==> src/sv/hps_pkg.sv <==
// ----------------------------------------------------------------------------
// hps_pkg
// Shared types and constants for the heading P steering unit: angle format,
// arctangent table for the CORDIC cells, register indexes and reset values.
// ----------------------------------------------------------------------------
package hps_pkg;

    localparam int ANG_FRAC  = 20;   // CORDIC angle: radians times 2^20
    localparam int BRG_SHIFT = 8;    // 2^20 down to 4096 counts per radian
    localparam int ZW        = 24;   // angle accumulator width
    localparam int HD_W      = 15;
    localparam int ERR_W     = 16;
    localparam int PWR_W     = 8;
    localparam int GAIN_W    = 16;
    localparam int BASE_W    = 8;
    localparam int MAX_STEPS = 20;

    localparam logic signed [ZW-1:0] HALF_PI_Q20 = 24'sd1647099;

    localparam logic signed [ZW-1:0] ATAN_Q20 [MAX_STEPS] = '{
        24'sd823550, 24'sd486170, 24'sd256879, 24'sd130396, 24'sd65451,
        24'sd32757,  24'sd16383,  24'sd8192,   24'sd4096,   24'sd2048,
        24'sd1024,   24'sd512,    24'sd256,    24'sd128,    24'sd64,
        24'sd32,     24'sd16,     24'sd8,      24'sd4,      24'sd2
    };

    localparam logic [GAIN_W-1:0]        GAIN_RESET = 16'd256;
    localparam logic signed [BASE_W-1:0] BASE_RESET = 8'sd20;

    typedef enum logic [0:0] {
        CFG_STEER_GAIN = 1'b0,
        CFG_BASE_SPEED = 1'b1
    } t_cfg_idx;

    // Control that travels beside the data through every cell
    typedef struct packed {
        logic                   valid;
        logic                   zero;     // target equals position
        logic signed [HD_W-1:0] heading;
    } t_ctl;

endpackage

==> src/sv/hps_post.sv <==
// ----------------------------------------------------------------------------
// hps_post
// Tail of the chain: rounds the bearing, forms the heading error, scales it
// by the gain and produces the saturated wheel powers in the output register.
// ----------------------------------------------------------------------------
module hps_post (
    input  logic                              i_clk,
    input  logic                              i_rst_n,
    input  logic                              i_en,
    input  hps_pkg::t_ctl                     i_ctl,
    input  logic signed [hps_pkg::ZW-1:0]     i_z,
    input  logic [hps_pkg::GAIN_W-1:0]        i_gain,
    input  logic signed [hps_pkg::BASE_W-1:0] i_base,
    output logic                              o_valid,
    output logic signed [hps_pkg::PWR_W-1:0]  o_left_power,
    output logic signed [hps_pkg::PWR_W-1:0]  o_right_power,
    output logic signed [hps_pkg::ERR_W-1:0]  o_angle_error
);
    import hps_pkg::*;

    localparam int EW = ERR_W + 1;          // error before truncation
    localparam int MW = 2 * EW;             // error times gain
    localparam int SW = MW + 1;             // base plus product
    localparam logic signed [ZW-1:0] Z_HALF = ZW'(1) <<< (BRG_SHIFT - 1);
    localparam logic signed [SW-1:0] S_HALF = SW'(1) <<< (ANG_FRAC - 1);
    localparam logic signed [SW-1:0] P_LIM  = SW'(100);

    // round half away from zero, then clamp to the power limit
    function automatic logic signed [PWR_W-1:0] sat_power(input logic signed [SW-1:0] v);
        logic signed [SW-1:0] q;
        if (v >= 0) q = (v + S_HALF) >>> ANG_FRAC;
        else        q = (v + S_HALF - SW'(1)) >>> ANG_FRAC;
        if (q > P_LIM)       sat_power = PWR_W'(P_LIM);
        else if (q < -P_LIM) sat_power = PWR_W'(-P_LIM);
        else                 sat_power = q[PWR_W-1:0];
    endfunction

    logic signed [ZW-1:0] zr;
    logic signed [EW-1:0] n1_err;
    logic signed [MW-1:0] n2_prod;
    logic signed [SW-1:0] base_s, sum_l, sum_r;

    logic                 r1_valid, r2_valid, r3_valid;
    logic signed [EW-1:0] r1_err, r2_err;
    logic signed [MW-1:0] r2_prod;
    logic signed [PWR_W-1:0] r3_left, r3_right;
    logic signed [ERR_W-1:0] r3_err;

    always_comb begin
        if (i_ctl.zero)     zr = '0;
        else if (i_z >= 0)  zr = (i_z + Z_HALF) >>> BRG_SHIFT;
        else                zr = (i_z + Z_HALF - ZW'(1)) >>> BRG_SHIFT;
        n1_err  = EW'($signed(zr[ERR_W-1:0])) - EW'(i_ctl.heading);
        n2_prod = MW'(r1_err) * MW'($signed({1'b0, i_gain}));
        base_s  = SW'(i_base) <<< ANG_FRAC;
        sum_l   = base_s + SW'(r2_prod);
        sum_r   = base_s - SW'(r2_prod);
    end

    always_ff @(posedge i_clk) begin
        if (!i_rst_n) begin
            r1_valid <= 1'b0;
            r2_valid <= 1'b0;
            r3_valid <= 1'b0;
        end else if (i_en) begin
            r1_valid <= i_ctl.valid;
            r2_valid <= r1_valid;
            r3_valid <= r2_valid;
        end
    end

    always_ff @(posedge i_clk) begin
        if (i_en) begin
            r1_err   <= n1_err;
            r2_err   <= r1_err;
            r2_prod  <= n2_prod;
            r3_left  <= sat_power(sum_l);
            r3_right <= sat_power(sum_r);
            r3_err   <= r2_err[ERR_W-1:0];
        end
    end

    assign o_valid       = r3_valid;
    assign o_left_power  = r3_left;
    assign o_right_power = r3_right;
    assign o_angle_error = r3_err;

endmodule

==> config.mk <==
export PLATFORM = sky130hd
export DESIGN_NAME = hps_post
export DESIGN_NICKNAME = d
export VERILOG_FILES = /design/src/sv/hps_pkg.sv /design/src/sv/hps_post.sv
export SDC_FILE = /design/constraint.sdc
export NUM_CORES = 1
export LEC_CHECK = 0
export BUFFER_PORTS_ARGS = -buffer_cell sky130_fd_sc_hd__buf_2
export CAP_MARGIN = 20
export CORE_ASPECT_RATIO = 1.25
export CORE_MARGIN = 2
export CORE_UTILIZATION = 45
export CTS_CLUSTER_SIZE = 12
export DETAILED_ROUTE_END_ITERATION = 16
export GPL_TIMING_DRIVEN = 0
export SLEW_MARGIN = 30
export SYNTH_ARGS = -nofsm -noshare
export SYNTH_HDL_FRONTEND = slang
export SYNTH_SLANG_ARGS = --single-unit
==> constraint.sdc <==
create_clock -name i_clk -period 8.8 [get_ports i_clk]
set_input_delay 0.44 -clock i_clk [delete_from_list [all_inputs] [get_ports i_clk]]
set_output_delay 0.44 -clock i_clk [all_outputs]
set_load 0.005 [all_outputs]
==> qor.txt <==
post-CTS setup buffers = 0
cell taking the most area after synthesis = fa_1
post-synth cell types = 88
Post-DP HPWL = 40700 µm
Vias = 14815
RR Startpoint = r1_err[11]
crit path max-delay cell type = edfxtp_1
critical path fanouts, max = 10
Core Rows = 84
Final Hold Viols = 0
TNS Setup = 0 ns
CTS sink cnt = 102
top layer in use = met4
initial DRC count = 804
share of layout cells above drive strength 1 = 0.0693
max_cap viols = 0
top cells by area, synth = fa_1 29%, edfxtp_1 16%, ha_1 9.0%, inv_1 7.8%, nand2_1 4.7%
Yosys warning count = 0
DP Worst Slack = 1.20 ns
Worst Hold Class = in -> reg
die area = 0.0442 mm²
max_slew headroom = 0.352
multi-input logic area = 0.0143 mm²
pin count of the biggest net entering global routing = 58
R2R cell count = 25
placed cell count = 2780
DR WL/cell = 17.2 µm
Final Max Tran Viols = 0
Syn Nets = 2616
Critical Path Sink Type = flop
Final Setup Violations = 0
clock latency on the worst-skew pair = 0.39 ns
CTS max path bufs = 2
IO buf count = 91
Final period util = 0.849
DRC viols = 0
initial antenna violation count = 0
met2 routed WL = 25100 µm
Top-Level Pins = 101
Sequential Area = 0.00303 mm²
RD Place Congestion = 0.894
number of global-route vias before repair = 15653
Starting Density = 0.455
clk slew on worst S/H paths = 0.09 ns
most frequent cell after synthesis = inv_1
Post-synth EDFFs = 99
Inserted Diodes = 0
fin nets = 2719
crit-path most repeated cell = fa_1
minimum clock period = 7.47 ns
flops & latches, synth = 102
final hold slack = 0.285 ns
RSZ-0062 raised after global routing = false
worst path required time = 8.94 ns
most common flop cell mapped by yosys = edfxtp_1
final worst slack = 1.33 ns
chip width = 188 µm
Worst Path Arrival = 7.61 ns
hold_sp = i_rst_n
CTS hold repair buffers = 0
Hold EP = r2_valid
Hold Path Stages = 2
Setup Crit Path Kind = reg -> reg
worst-margin pin slew = 0.968 ns
TritonCTS clock tree = done
Mean Syn Cell Area = 8.98 µm²
status = finished clean
antenna-violating nets left = 0
Layout area overhead = 7.77%
clock root cell = clkbuf_16
Post-synth ARST share = 0
setup slack, reg-to-reg = 1.33 ns
GRT Overall Usage = 0.228
routed wl met3 = 1830 µm
Cell Area, Synth = 0.0191 mm²
Core ar. = 0.0420 mm²
wl on met1 = 19700 µm
Clock Skew = 0.0133 ns
die height = 234 µm
Post-Layout Cell Count = 2796
Post-Route WL = 48200 µm
sequential share of the synthesized area = 0.159
CP max stage delay = 0.68 ns
RR Endpoint = r2_prod[31]
Pre-antenna DRT Iters = 5
synth cell count leaders = 397 x inv_1, 281 x fa_1, 241 x nand2_1, 138 x and2_1, 138 x ha_1
wire length of the first global-routing pass = 79100 µm
total gr overflow = 0
post_cts resized = 0
fill count = 4107
Mapped Cells = 2129
f_max = 0.134 GHz
share of the synthesized area in the top cell type = 0.294
via-per-instance ratio = 5.30
htree depth = 3
total CTS buffers = 9
Worst Setup Start Kind = flop
==> flip-flops by register name (all words and copies together) (netlist names) <==
signal / flops
r1_err: 17
o_right_power: 8
r1_valid: 1
r2_valid: 1
r2_err: 16
o_valid: 1
r2_prod: 34
o_left_power: 8
o_angle_error: 16
==> worst max-delay path, delay by kind of cell (launching register included) <==
family                   cells  cell delay (ns)
buffers and inverters        4             0.70
AND/OR/NAND/NOR              4             0.65
flip-flops                   1             0.68
adder cells (fa/ha/maj)      7             3.50
XOR/XNOR                     1             0.10
AO/OA/AOI/OAI                9             1.58
==> how the worst max path moves through the flow <==
stage                    start           to
finish              r1_err[11]  r2_prod[31]
global placement     i_gain[6]  r2_prod[31]
CTS                 r1_err[11]  r2_prod[31]
floorplan            i_gain[6]  r2_prod[31]
detailed placement   i_gain[6]  r2_prod[31]
global route        r1_err[11]  r2_prod[31]
==> placed cells by master, fill, tap and decap left out, types with 23 or more instances in the layout <==
| master | n |
|---|---|
| a21o_1 | 23 |
| nand4_1 | 28 |
| xor2_1 | 43 |
| nor2_1 | 97 |
| o21ai_0 | 45 |
| a21oi_1 | 62 |
| edfxtp_1 | 99 |
| nand2_1 | 241 |
| inv_1 | 397 |
| xnor2_1 | 88 |
| and3_1 | 26 |
| and2_1 | 138 |
| nor3_1 | 46 |
| buf_2 | 96 |
| clkbuf_1 | 59 |
| nand3_1 | 39 |
| fa_1 | 281 |
| ha_1 | 138 |
==> per-stage QoR <==
| step | util | instance area, µm² |
|---|---|---|
| finish | 0.490 | 20600 |
| global route | 0.490 | 20600 |
| CTS | 0.490 | 20600 |
| detailed placement | 0.483 | 20300 |
| global placement | 0.482 | 20300 |
| floorplan | - | 19100 |
==> final cells by class <==
type,count,area share
tap,559,0.0339
clock inverter,6,0.00304
inverter,400,0.0729
clock buffer,10,0.0111
timing repair buffer,92,0.0237
multi-input combinational,1561,0.696
buffer,66,0.0126
sequential,102,0.147
==> cells by family after synthesis <==
family,synth area share
buffers and inverters,0.0921
adders and majority gates,0.384
AOI/OAI and AO/OA,0.0983
DFF,0.159
muxes,0.00916
xor gates and xnor gates,0.0609
and+or+nand+nor,0.196
==> per-layer routing <==
metal	GRT usage	up-vias
met4	0.0784	0
met5	0	-
li1	-	7117
met3	0.0222	84
met1	0.267	7245
met2	0.434	369
Power is left out: the tool's default activity adds up to more than one toggle a clock period on the data nets, which glitch-free logic cannot reach.
