<file path="config.mk">
export PLATFORM = sky130hd
export DESIGN_NAME = hps_cell
export DESIGN_NICKNAME = d
export VERILOG_FILES = /design/src/sv/hps_pkg.sv /design/src/sv/hps_cell.sv
export SDC_FILE = /design/constraint.sdc
export NUM_CORES = 1
export LEC_CHECK = 0
export BUFFER_PORTS_ARGS = -buffer_cell sky130_fd_sc_hd__buf_2
export CAP_MARGIN = 20
export CORE_MARGIN = 5
export CORE_UTILIZATION = 57
export DETAILED_ROUTE_END_ITERATION = 6
export PLACE_DENSITY_LB_ADDON = 0.05
export SETUP_SLACK_MARGIN = 0.1
export SLEW_MARGIN = 20
export SYNTH_ARGS = -nofsm -noshare
export SYNTH_HDL_FRONTEND = slang
export SYNTH_SLANG_ARGS = --single-unit
</file>
<file path="constraint.sdc">
create_clock -name i_clk -period 6.2 [get_ports i_clk]
set_input_delay 1.86 -clock i_clk [delete_from_list [all_inputs] [get_ports i_clk]]
set_output_delay 1.86 -clock i_clk [all_outputs]
set_load 0.03 [all_outputs]
</file>
<file path="src/sv/hps_pkg.sv">
// ----------------------------------------------------------------------------
// hps_pkg
// Shared types and constants for the heading P steering unit: angle format,
// arctangent table for the CORDIC cells, register indexes and reset values.
// ----------------------------------------------------------------------------
package hps_pkg;

    localparam int ANG_FRAC  = 20;   // CORDIC angle: radians times 2^20
    localparam int BRG_SHIFT = 8;    // 2^20 down to 4096 counts per radian
    localparam int ZW        = 24;   // angle accumulator width
    localparam int HD_W      = 15;
    localparam int ERR_W     = 16;
    localparam int PWR_W     = 8;
    localparam int GAIN_W    = 16;
    localparam int BASE_W    = 8;
    localparam int MAX_STEPS = 20;

    localparam logic signed [ZW-1:0] HALF_PI_Q20 = 24'sd1647099;

    localparam logic signed [ZW-1:0] ATAN_Q20 [MAX_STEPS] = '{
        24'sd823550, 24'sd486170, 24'sd256879, 24'sd130396, 24'sd65451,
        24'sd32757,  24'sd16383,  24'sd8192,   24'sd4096,   24'sd2048,
        24'sd1024,   24'sd512,    24'sd256,    24'sd128,    24'sd64,
        24'sd32,     24'sd16,     24'sd8,      24'sd4,      24'sd2
    };

    localparam logic [GAIN_W-1:0]        GAIN_RESET = 16'd256;
    localparam logic signed [BASE_W-1:0] BASE_RESET = 8'sd20;

    typedef enum logic [0:0] {
        CFG_STEER_GAIN = 1'b0,
        CFG_BASE_SPEED = 1'b1
    } t_cfg_idx;

    // Control that travels beside the data through every cell
    typedef struct packed {
        logic                   valid;
        logic                   zero;     // target equals position
        logic signed [HD_W-1:0] heading;
    } t_ctl;

endpackage

</file>
<file path="src/sv/hps_cell.sv">
// ----------------------------------------------------------------------------
// hps_cell
// One CORDIC vectoring micro-rotation: drive y towards zero by 2^-STEP and
// add the matching arctangent to the angle.
// ----------------------------------------------------------------------------
module hps_cell #(
    parameter int XW   = 40,
    parameter int STEP = 0
) (
    input  logic                          i_clk,
    input  logic                          i_rst_n,
    input  logic                          i_en,
    input  hps_pkg::t_ctl                 i_ctl,
    input  logic signed [XW-1:0]          i_x,
    input  logic signed [XW-1:0]          i_y,
    input  logic signed [hps_pkg::ZW-1:0] i_z,
    output hps_pkg::t_ctl                 o_ctl,
    output logic signed [XW-1:0]          o_x,
    output logic signed [XW-1:0]          o_y,
    output logic signed [hps_pkg::ZW-1:0] o_z
);
    import hps_pkg::*;

    logic signed [XW-1:0] xs, ys, n_x, n_y;
    logic signed [ZW-1:0] n_z;

    logic signed [XW-1:0] r_x, r_y;
    logic signed [ZW-1:0] r_z;
    t_ctl                 r_ctl;

    always_comb begin
        xs = i_x >>> STEP;
        ys = i_y >>> STEP;
        if (i_y > 0) begin
            n_x = i_x + ys;
            n_y = i_y - xs;
            n_z = i_z + ATAN_Q20[STEP];
        end else begin
            n_x = i_x - ys;
            n_y = i_y + xs;
            n_z = i_z - ATAN_Q20[STEP];
        end
    end

    always_ff @(posedge i_clk) begin
        if (!i_rst_n) begin
            r_ctl <= '0;
        end else if (i_en) begin
            r_ctl <= i_ctl;
        end
    end

    always_ff @(posedge i_clk) begin
        if (i_en) begin
            r_x <= n_x;
            r_y <= n_y;
            r_z <= n_z;
        end
    end

    assign o_ctl = r_ctl;
    assign o_x   = r_x;
    assign o_y   = r_y;
    assign o_z   = r_z;

endmodule

</file>
==> qor.csv <==
stage,metric,value,unit
drt,dr_total_vias,12092,
drt,drt_first_pass_iters,7,
yosys,synth_cell_types,83,
yosys,synthesis.nets,1716,
critical_path,cp.required,6370,ps
floorplanning,rows,53,
critical_path,worstSetupStartpointType,input pin,
pwr,seqPwrFrac,30.6,%
critical_path,end_kind,flop,
clocking,cts_tree,yes,
global_route,antenna_found_initial,1,
sta,setup_viol,0,
yosys,synth_top_area_share,25.33,%
place,gp_congestion,0.9989,
global_route,grt_pass1_wl,62630,um
clocking,cts_buffer_depth,2,
sta,rsz0062_at_grt,false,
flow_run,maxCapViolations,0,
clocking,clk_pin_slew_worst_paths,60,ps
clocking,cts.sinks,120,
yosys,async_flop_share,0,%
sta,hold_violations,0,
run_status,status,"finished, violations left",
yosys,syn_inst,1450,
yosys,yosysTopAreaCell,edfxtp_1,
floorplanning,die_area,24450,um2
sta,setup_tns,0,ps
sta,slew_violations,0,
pwr,cellLeakagePower,6.367,nW
sta,fmax,0.1787,GHz
cells_and_area,area_growth_syn_to_layout,16.01,%
critical_path,crit_type,in -> reg,
global_route,groute.usage.overall,32.00,%
clocking,cts_resized,0,
floorplanning,io_pins,245,
yosys,synth.area.top_cells,"edfxtp_1 (25%), ha_1 (14%), a21oi_1 (7.0%)",
yosys,seq_area_frac_synth,28.12,%
min_path,hold_path.class,reg -> reg,
pwr,vdd_drop_max,0.0001800,V
critical_path,crit_arrival,5770,ps
clocking,cts_max_level,4,
sta,finalCritPeriodShare,90.27,%
sta,tightest_slew,1041,ps
critical_path,path_cells,buf_2 > nor4_1 > nand4_1 > nor3_1 > or2_2 > inv_2 > buf_4 > ha_1 > o21ai_0 > nand2b_1 > nand3_1 > o21bai_1 > or3_1 > a31oi_1 > o22ai_1 > xnor2_1,
global_route,grt_max_degree,91,
cells_and_area,fin_util,67.17,%
sta,period_minus_slack,5596,ps
sta,clock_skew,0,ps
floorplanning,core,21090,um2
critical_path,path_delay_family,simple AND/OR/NAND/NOR gates,
clocking,clkLatencyLatePin,430,ps
critical_path,cp_num_buf_inv,3,
pwr,sw_frac_of_total,40.13,%
floorplanning,die_w,156.4,um
place,io_buffers,244,
sta,relSlewSlack,30.62,%
clocking,cts_hold_buf,0,
drt,via_per_inst,6.201,
cells_and_area,nets,1925,
floorplanning,start_util,57.90,%
drt,ant_nets,0,
yosys,synth_seq_cells,120,
drt,drc_errors,3,
critical_path,slowest_delay,520,ps
clocking,postCtsSetupBuffers,0,
yosys,synthFlopType,edfxtp_1,
pwr,power_switching,1.414,mW
place,dp.final_hpwl,31240,um
critical_path,slowest_stage,nor4_1,
yosys,syn_area,12210,um2
global_route,overflow,0,
floorplanning,die_y,156.4,um
pwr,power_frac_clock,29.9,%
cells_and_area,layout-drive-gt1-share,19.50,%
pwr,p_comb_share,39.6,%
critical_path,crit_fanout,90,
drt,drt_iter0_markers,1289,
yosys,syn_area_per_cell,8.420,um2
drt,wl_per_cell,20.61,um
yosys,synth_edf_count,103,
global_route,grt_pass1_vias,11685,
run_status,violations,DRC,
drt,routed_wl,40190,um
clocking,cts_root_buf,clkbuf_16,
yosys,ys_warn_count,0,
pwr,power.internal,2.110,mW
clocking,cts_inserted_buffers,17,
pwr,power.density,248.8,nW/um2
area by class of cell:
cell class	count	area [um2]
multi-input cells	1136	7980
repair buffers	252	1296
inverters	132	495.5
clock inverters	11	92.59
diodes	3	7.507
clock buffers	21	514.2
well taps	275	344.1
flip-flops and latches	120	3433
fillers	1846	6924
stage by stage:
stage	setup WS [ps]	std cells	instance area, um2	total power, mW	hold WS, ps
after floorplan	697.9	1450	12210	2.057	641.3
after global placement	368.8	1915	13550	2.445	492.1
after detailed placement	314.3	1915	13550	2.457	498.0
after CTS	724.9	1947	14160	3.511	516.9
after global routing	435.4	1948	14160	3.681	544.4
final	603.5	1950	14160	3.524	510.9
synth_stat cells (6+ instances only):
cell      number
dfxtp_1       17
a21oi_1      171
buf_2         21
a211oi_1      22
buf_4          7
nand3_1       22
nor3_1        28
inv_1        127
nor2_1       111
o21ai_1        6
or3_1         10
o31ai_1        8
o211ai_1       9
nand2b_1      17
ha_1         138
nand4_1       26
nor4_1        18
nand2_1       85
a21o_1        41
edfxtp_1     103
xnor2_1       86
mux2i_1       30
o21bai_1      31
nor2b_1       29
and3_1         8
a221oi_1       8
o21a_1        11
a31oi_1        7
clkbuf_1      27
o22ai_1        8
xor2_1        13
o21ai_0       99
final timing paths:
kind,to,slack (ps),from,depth (start not counted)
setup / recovery,o_z[23],600,i_y[32],16
hold / removal,o_ctl[7],510,o_ctl[7],2
setup reg to reg,o_ctl[2],5560,o_ctl[2],2
hold reg to reg,o_ctl[7],510,o_ctl[7],2
cell usage in the layout, fill, tap and decap left out, types with 9 or more instances in the layout:
| master | instances |
|---|---|
| or3_1 | 10 |
| xnor2_1 | 86 |
| buf_2 | 243 |
| nor4_1 | 18 |
| o21bai_1 | 31 |
| nand2_1 | 85 |
| a21oi_1 | 171 |
| a211oi_1 | 22 |
| nor3_1 | 28 |
| nand3_1 | 22 |
| clkbuf_16 | 20 |
| nor2_1 | 111 |
| xor2_1 | 13 |
| nand2b_1 | 17 |
| ha_1 | 138 |
| inv_1 | 127 |
| a21o_1 | 41 |
| o211ai_1 | 9 |
| nand4_1 | 26 |
| mux2i_1 | 30 |
| edfxtp_1 | 103 |
| o21ai_0 | 99 |
| nor2b_1 | 29 |
| o21a_1 | 11 |
| dfxtp_1 | 17 |
tightest hold or removal path: cells and delay by family, from the launching register on:
| family | cells | cell delay, ps |
|---|---|---|
| simple gates | 1 | 90 |
| flops | 1 | 320 |
| mux | 1 | 60 |
flip-flops by register name, indices dropped and copies added, names as in the netlist:
| register | count |
|---|---|
| o_ctl | 17 |
| o_y | 39 |
| o_x | 40 |
| o_z | 24 |
logic make-up (layout without fill, tap and decap cells):
group / count (synthesis) / after routing / synth area share (%)
multiplexers: 30 / 30 / 2.460
other: 0 / 3 / 0
buffers and inverters: 194 / 416 / 6.518
AND/OR/NAND/NOR: 378 / 378 / 15.31
adder cells (fa/ha/maj): 142 / 142 / 14.80
AO/OA/AOI/OAI: 487 / 487 / 25.69
XOR/XNOR: 99 / 99 / 7.102
flip-flops: 120 / 120 / 28.12
layer usage:
layer | global-route usage (%) | wire (um)
met5 | 0 | 0
met4 | 10.17 | 1212
met3 | 5.448 | 4082
met2 | 51.43 | 18170
met1 | 44.15 | 16730
power groups by stage:
| stage | Sequential [mW] | Clock (mW) | Combinational (mW) |
|---|---|---|---|
| 6_report | 1.08 | 1.05 | 1.39 |
| 3_5_place_dp | 1.09 | 0 | 1.36 |
| 3_3_place_gp | 1.09 | 0 | 1.35 |
| 5_1_grt | 1.09 | 1.10 | 1.50 |
| 2_1_floorplan | 1.35 | 0 | 0.706 |
| 4_1_cts | 1.08 | 1.06 | 1.38 |
Note: power is estimated with default switching activity, not from simulation.
