**src/sv/hps_pkg.sv**
```systemverilog
// ----------------------------------------------------------------------------
// hps_pkg
// Shared types and constants for the heading P steering unit: angle format,
// arctangent table for the CORDIC cells, register indexes and reset values.
// ----------------------------------------------------------------------------
package hps_pkg;

    localparam int ANG_FRAC  = 20;   // CORDIC angle: radians times 2^20
    localparam int BRG_SHIFT = 8;    // 2^20 down to 4096 counts per radian
    localparam int ZW        = 24;   // angle accumulator width
    localparam int HD_W      = 15;
    localparam int ERR_W     = 16;
    localparam int PWR_W     = 8;
    localparam int GAIN_W    = 16;
    localparam int BASE_W    = 8;
    localparam int MAX_STEPS = 20;

    localparam logic signed [ZW-1:0] HALF_PI_Q20 = 24'sd1647099;

    localparam logic signed [ZW-1:0] ATAN_Q20 [MAX_STEPS] = '{
        24'sd823550, 24'sd486170, 24'sd256879, 24'sd130396, 24'sd65451,
        24'sd32757,  24'sd16383,  24'sd8192,   24'sd4096,   24'sd2048,
        24'sd1024,   24'sd512,    24'sd256,    24'sd128,    24'sd64,
        24'sd32,     24'sd16,     24'sd8,      24'sd4,      24'sd2
    };

    localparam logic [GAIN_W-1:0]        GAIN_RESET = 16'd256;
    localparam logic signed [BASE_W-1:0] BASE_RESET = 8'sd20;

    typedef enum logic [0:0] {
        CFG_STEER_GAIN = 1'b0,
        CFG_BASE_SPEED = 1'b1
    } t_cfg_idx;

    // Control that travels beside the data through every cell
    typedef struct packed {
        logic                   valid;
        logic                   zero;     // target equals position
        logic signed [HD_W-1:0] heading;
    } t_ctl;

endpackage

```
**src/sv/hps_pre.sv**
```systemverilog
// ----------------------------------------------------------------------------
// hps_pre
// Head cell: forms the coordinate offsets, scales them to the CORDIC format
// and folds the left half plane onto the right with a quarter turn.
// ----------------------------------------------------------------------------
module hps_pre #(
    parameter int CW = 16,
    parameter int XW = 40
) (
    input  logic                        i_clk,
    input  logic                        i_rst_n,
    input  logic                        i_en,
    input  logic                        i_valid,
    input  logic signed [CW-1:0]        i_target_x,
    input  logic signed [CW-1:0]        i_target_y,
    input  logic signed [CW-1:0]        i_pos_x,
    input  logic signed [CW-1:0]        i_pos_y,
    input  logic signed [hps_pkg::HD_W-1:0] i_heading,
    output hps_pkg::t_ctl               o_ctl,
    output logic signed [XW-1:0]        o_x,
    output logic signed [XW-1:0]        o_y,
    output logic signed [hps_pkg::ZW-1:0] o_z
);
    import hps_pkg::*;

    logic signed [CW:0]   dx, dy;
    logic signed [XW-1:0] xe, ye;
    logic signed [XW-1:0] n_x, n_y;
    logic signed [ZW-1:0] n_z;
    t_ctl                 n_ctl;

    logic signed [XW-1:0] r_x, r_y;
    logic signed [ZW-1:0] r_z;
    t_ctl                 r_ctl;

    always_comb begin
        dx = (CW+1)'(i_target_x) - (CW+1)'(i_pos_x);
        dy = (CW+1)'(i_target_y) - (CW+1)'(i_pos_y);
        xe = XW'(dx) <<< ANG_FRAC;
        ye = XW'(dy) <<< ANG_FRAC;
        n_x = xe;
        n_y = ye;
        n_z = '0;
        if (xe < 0) begin
            if (ye >= 0) begin
                n_x = ye;
                n_y = -xe;
                n_z = HALF_PI_Q20;
            end else begin
                n_x = -ye;
                n_y = xe;
                n_z = -HALF_PI_Q20;
            end
        end
        n_ctl.valid   = i_valid;
        n_ctl.zero    = (dx == '0) && (dy == '0);
        n_ctl.heading = i_heading;
    end

    always_ff @(posedge i_clk) begin
        if (!i_rst_n) begin
            r_ctl <= '0;
        end else if (i_en) begin
            r_ctl <= n_ctl;
        end
    end

    always_ff @(posedge i_clk) begin
        if (i_en) begin
            r_x <= n_x;
            r_y <= n_y;
            r_z <= n_z;
        end
    end

    assign o_ctl = r_ctl;
    assign o_x   = r_x;
    assign o_y   = r_y;
    assign o_z   = r_z;

endmodule

```
**config.mk**
```make
export PLATFORM = sky130hd
export DESIGN_NAME = hps_pre
export DESIGN_NICKNAME = d
export VERILOG_FILES = /design/src/sv/hps_pkg.sv /design/src/sv/hps_pre.sv
export SDC_FILE = /design/constraint.sdc
export NUM_CORES = 1
export LEC_CHECK = 0
export BUFFER_PORTS_ARGS = -buffer_cell sky130_fd_sc_hd__buf_2
export CAP_MARGIN = 25
export CORE_AREA = 2 2 115 117
export DETAILED_ROUTE_END_ITERATION = 10
export DIE_AREA = 0 0 117 119
export GPL_TIMING_DRIVEN = 0
export PLACE_DENSITY = 0.85
export SETUP_SLACK_MARGIN = 0.4
export SYNTH_ARGS = -nofsm -noshare
export SYNTH_HDL_FRONTEND = slang
export SYNTH_SLANG_ARGS = --single-unit
```
**constraint.sdc**
```tcl
create_clock -name i_clk -period 3.3 [get_ports i_clk]
set_clock_uncertainty 0.15 [all_clocks]
set_input_delay 0.33 -clock i_clk [delete_from_list [all_inputs] [get_ports i_clk]]
set_output_delay 0.33 -clock i_clk [all_outputs]
set_load 0.02 [all_outputs]
```
==> metrics.md <==
| Metric | Value |
|---|---|
| GRT met1 Usage | 0.258 |
| Max-slew violations | 0 |
| Drt first pass iters | 5 |
| Unrepaired setup endpoints after global routing | true |
| Post-synth top area cell | edfxtp_1 |
| Clk slew on worst S/H paths | approximately 0.06 ns |
| CP required | between 3 and 4 ns |
| Yosys top cell area share | 0.227 |
| Mapped Area | about 0.0057 mm2 |
| Worst EP arrival | between 3 and 4 ns |
| Largest cells by area after synthesis | edfxtp_1, buf_4, ha_1 |
| Startpoint types | primary input |
| Vias in the first global route | 4807 |
| Critical path class | in2reg |
| Share of cells above drive strength 1 | 0.420 |
| Worst rel slew slack | 0.361 |
| Mux cell area share after synthesis | 0.0584 |
| Vias per cell | a little over 5 |
| Top Usage Layer GRT | met2 |
| Pleak | between 3 and 4 nW |
| Worst-Margin Slew | 0.958 ns |
| Sequential area share after synthesis | 0.287 |
| Final total power | about 3.5 mW |
| Met3 usage | 0.0265 |
| Chip Height | 119 um |
| Row Count | 42 |
| Setup ws final | 0.0785 ns |
| Cell with the most instances after synthesis | buf_4 |
| Vias | between 5000 and 6000 |
| Clock sink total | 60 |
| Post-synth ARST share | 0 |
| Worst min path class | in2reg |
| Nets | between 900 and 1000 |
| CP max FO | 6 |
| Final WL | 15000 um |
| Synth Register Bits | 60 |
| Setup violations, final | 0 |
| Crit path largest cell delay | around 0.44 ns |
| Hold_buf cts | 0 |
| Hold Vio Cnt, Final | 0 |
| PortBufs | roughly 160 |
| GR Overflow Total | 0 |
| Post-synth EDFFs | 43 |
| Peak VDD IR | approximately 0.24 mV |
| Post-synth cell types | 87 |
| First-pass GRT wire length | roughly 22000 um |
| Bufs and invs on worst path | 2 |
| Die area | around 0.014 mm2 |
| GRT met2 Usage | 0.328 |
| Root Buffer Master | clkbuf_16 |
| H-tree levels | 3 |
| Fin crit share | 0.976 |
| DRC viols | 0 |
| Synth top cells by count | buf_4, nor2_1, a21oi_1 |
| Max-cap violations | 0 |
| Crit path time final | between 3 and 4 ns |
| Core box area | about 0.013 mm2 |
| Cell chain of the critical path | buf_8 -> inv_12 -> ha_4 -> fa_2 -> nand2b_4 -> a21bo_2 -> a21oi_1 -> o22ai_4 -> and4b_2 -> nand3_2 -> nor3_2 -> ha_2 -> nand4_1 -> or4_1 -> nand2_1 |
| Synth Flop Type | edfxtp_1 |
| Pwr per Cell Area | roughly 450 mW/mm2 |
| Post-synthesis adder-cell area fraction | 0.0841 |
| Critical-path top delay cell | or4_1 |
| Clock Latency Late Sink | between 0.3 and 0.4 ns |
| Post-Synth Simple-Gate Area | 0.168 |
| Routability cong. | 0.925 |
| GR Util All Layers | 0.195 |
| Delay-heaviest family, CP | simple AND/OR/NAND/NOR gates |
| Avg Inst Size Synth | just under 9 um2 |
| Largest net degree at the start of global routing | 45 |
| Initial Utilization | 0.441 |
| Fmax | between 300 and 400 MHz |
| Largest family of logic cells by synthesized area | compound AO/OA/AOI/OAI gates |
| Critical path endpoint category | register |
| Initial antenna violation count | 0 |
| Routed Antenna Nets | 0 |
| Yosys Warn Count | 0 |
| Final TNS setup | 0 ns |
| DP HPWL | around 11000 um |
| Clock Path Buffers | 2 |
| Xor and xnor area share after synthesis | 0.0705 |
| Area delta synth->final | 37.0% |
| Post-layout util | 0.605 |
| TritonCTS Buffers | 9 |
| Initial DRC count | 377 |
| Area fraction in compound gates after synthesis | 0.198 |
| Pre-CTS setup slack | -0.481 ns |
| DR WL/cell | between 10 and 15 um |
| Status | completed |
| Syn Inst Count | about 640 |
| I/O pin cnt | between 200 and 250 |
| Diodes inserted | 0 |
| CTS tree | built |
| Die W | approximately 120 um |
power by group:
group	switching (mW)	internal (mW)
clock network	0.336	0.509
registers	0.0397	0.965
logic	1.01	0.683
total	1.38	2.16
metrics by stage:
step	cell area [um2]	hold WS (ns)	std cells
global placement	6970	0.314	1016
global route	7780	0.112	1058
detailed placement	6970	0.322	1016
finish	7780	0.113	1058
floorplan	5940	0.292	677
CTS	7330	0.103	1037
sequential cells by signal, summed over array words and instances, names as in the netlist:
name / cells
o_ctl: 17
o_x: 20
o_y: 20
o_z: 3
worst min-delay path: stages:
cell and delay (ns):
buf_2 0.07, mux2i_1 0.05, nor2b_1 0.10
cell usage in the layout, fill, tap and decap left out, drive strengths merged, types with 3 or more instances in the layout:
master | netlist | routed
buf | 79 | 267
a21oi | 53 | 53
nor2 | 49 | 49
inv | 45 | 46
conb | 1 | 43
edfxtp | 43 | 43
ha | 35 | 35
o21ai | 33 | 33
mux2i | 32 | 32
nand2 | 29 | 29
xnor2 | 23 | 23
xor2 | 21 | 21
nor2b | 20 | 20
dfxtp | 17 | 17
a21o | 15 | 15
clkbuf | 5 | 15
nor3 | 10 | 10
nand3 | 10 | 10
and3 | 8 | 8
and2 | 8 | 8
nand2b | 8 | 8
o211ai | 7 | 7
nor4 | 7 | 7
a211oi | 6 | 6
o2111ai | 5 | 5
o22ai | 5 | 5
a21boi | 5 | 5
clkinvlp | 0 | 4
o31ai | 4 | 4
o21a | 3 | 3
nand4b | 3 | 3
nand4 | 3 | 3
or4 | 3 | 3
o211a | 3 | 3
or3 | 3 | 3
a221oi | 3 | 3
and4b | 3 | 3
a31oi | 3 | 3
nor3b | 3 | 3
area by class of cell:
class | count | area [um2]
inverter | 45 | 181
tap | 176 | 220
clock buffer | 9 | 225
buffer | 84 | 596
fill | 1054 | 5090
sequential | 60 | 1630
multi-input combinational | 488 | 3840
clock inverter | 7 | 52.6
timing repair buffer | 189 | 1030
kinds of logic (layout without fill, tap and decap cells):
kind of cell	after synthesis	count (layout)
other cells	1	43
mux	33	33
xor+xnor	44	44
simple gates	173	173
flops	60	60
fa+ha+maj	37	37
compound gates	158	158
buf+inv	129	334
path summary, 6_finish.rpt:
path                                    start        end  slack [ns]  depth (start not counted)
worst max-delay path            i_target_x[0]  o_ctl[15]        0.08                         15
worst min-delay path             i_heading[7]   o_ctl[7]        0.11                          3
worst max register to register       o_ctl[4]   o_ctl[4]        2.53                          2
worst min register to register      o_ctl[15]  o_ctl[15]        0.33                          2
timing repair:
item,CTS,global route
gates resized for setup,10,50
pin swaps,12,24
endpoints found under the setup margin,6,28
cloned,0,0
buffers inserted,5,21
routing by layer:
layer	routed length, um	part of all wire
met5	0	0
met1	6330	0.42
met3	980	0.065
met2	7320	0.49
met4	341	0.023
Power figures use the tool's default switching activity.
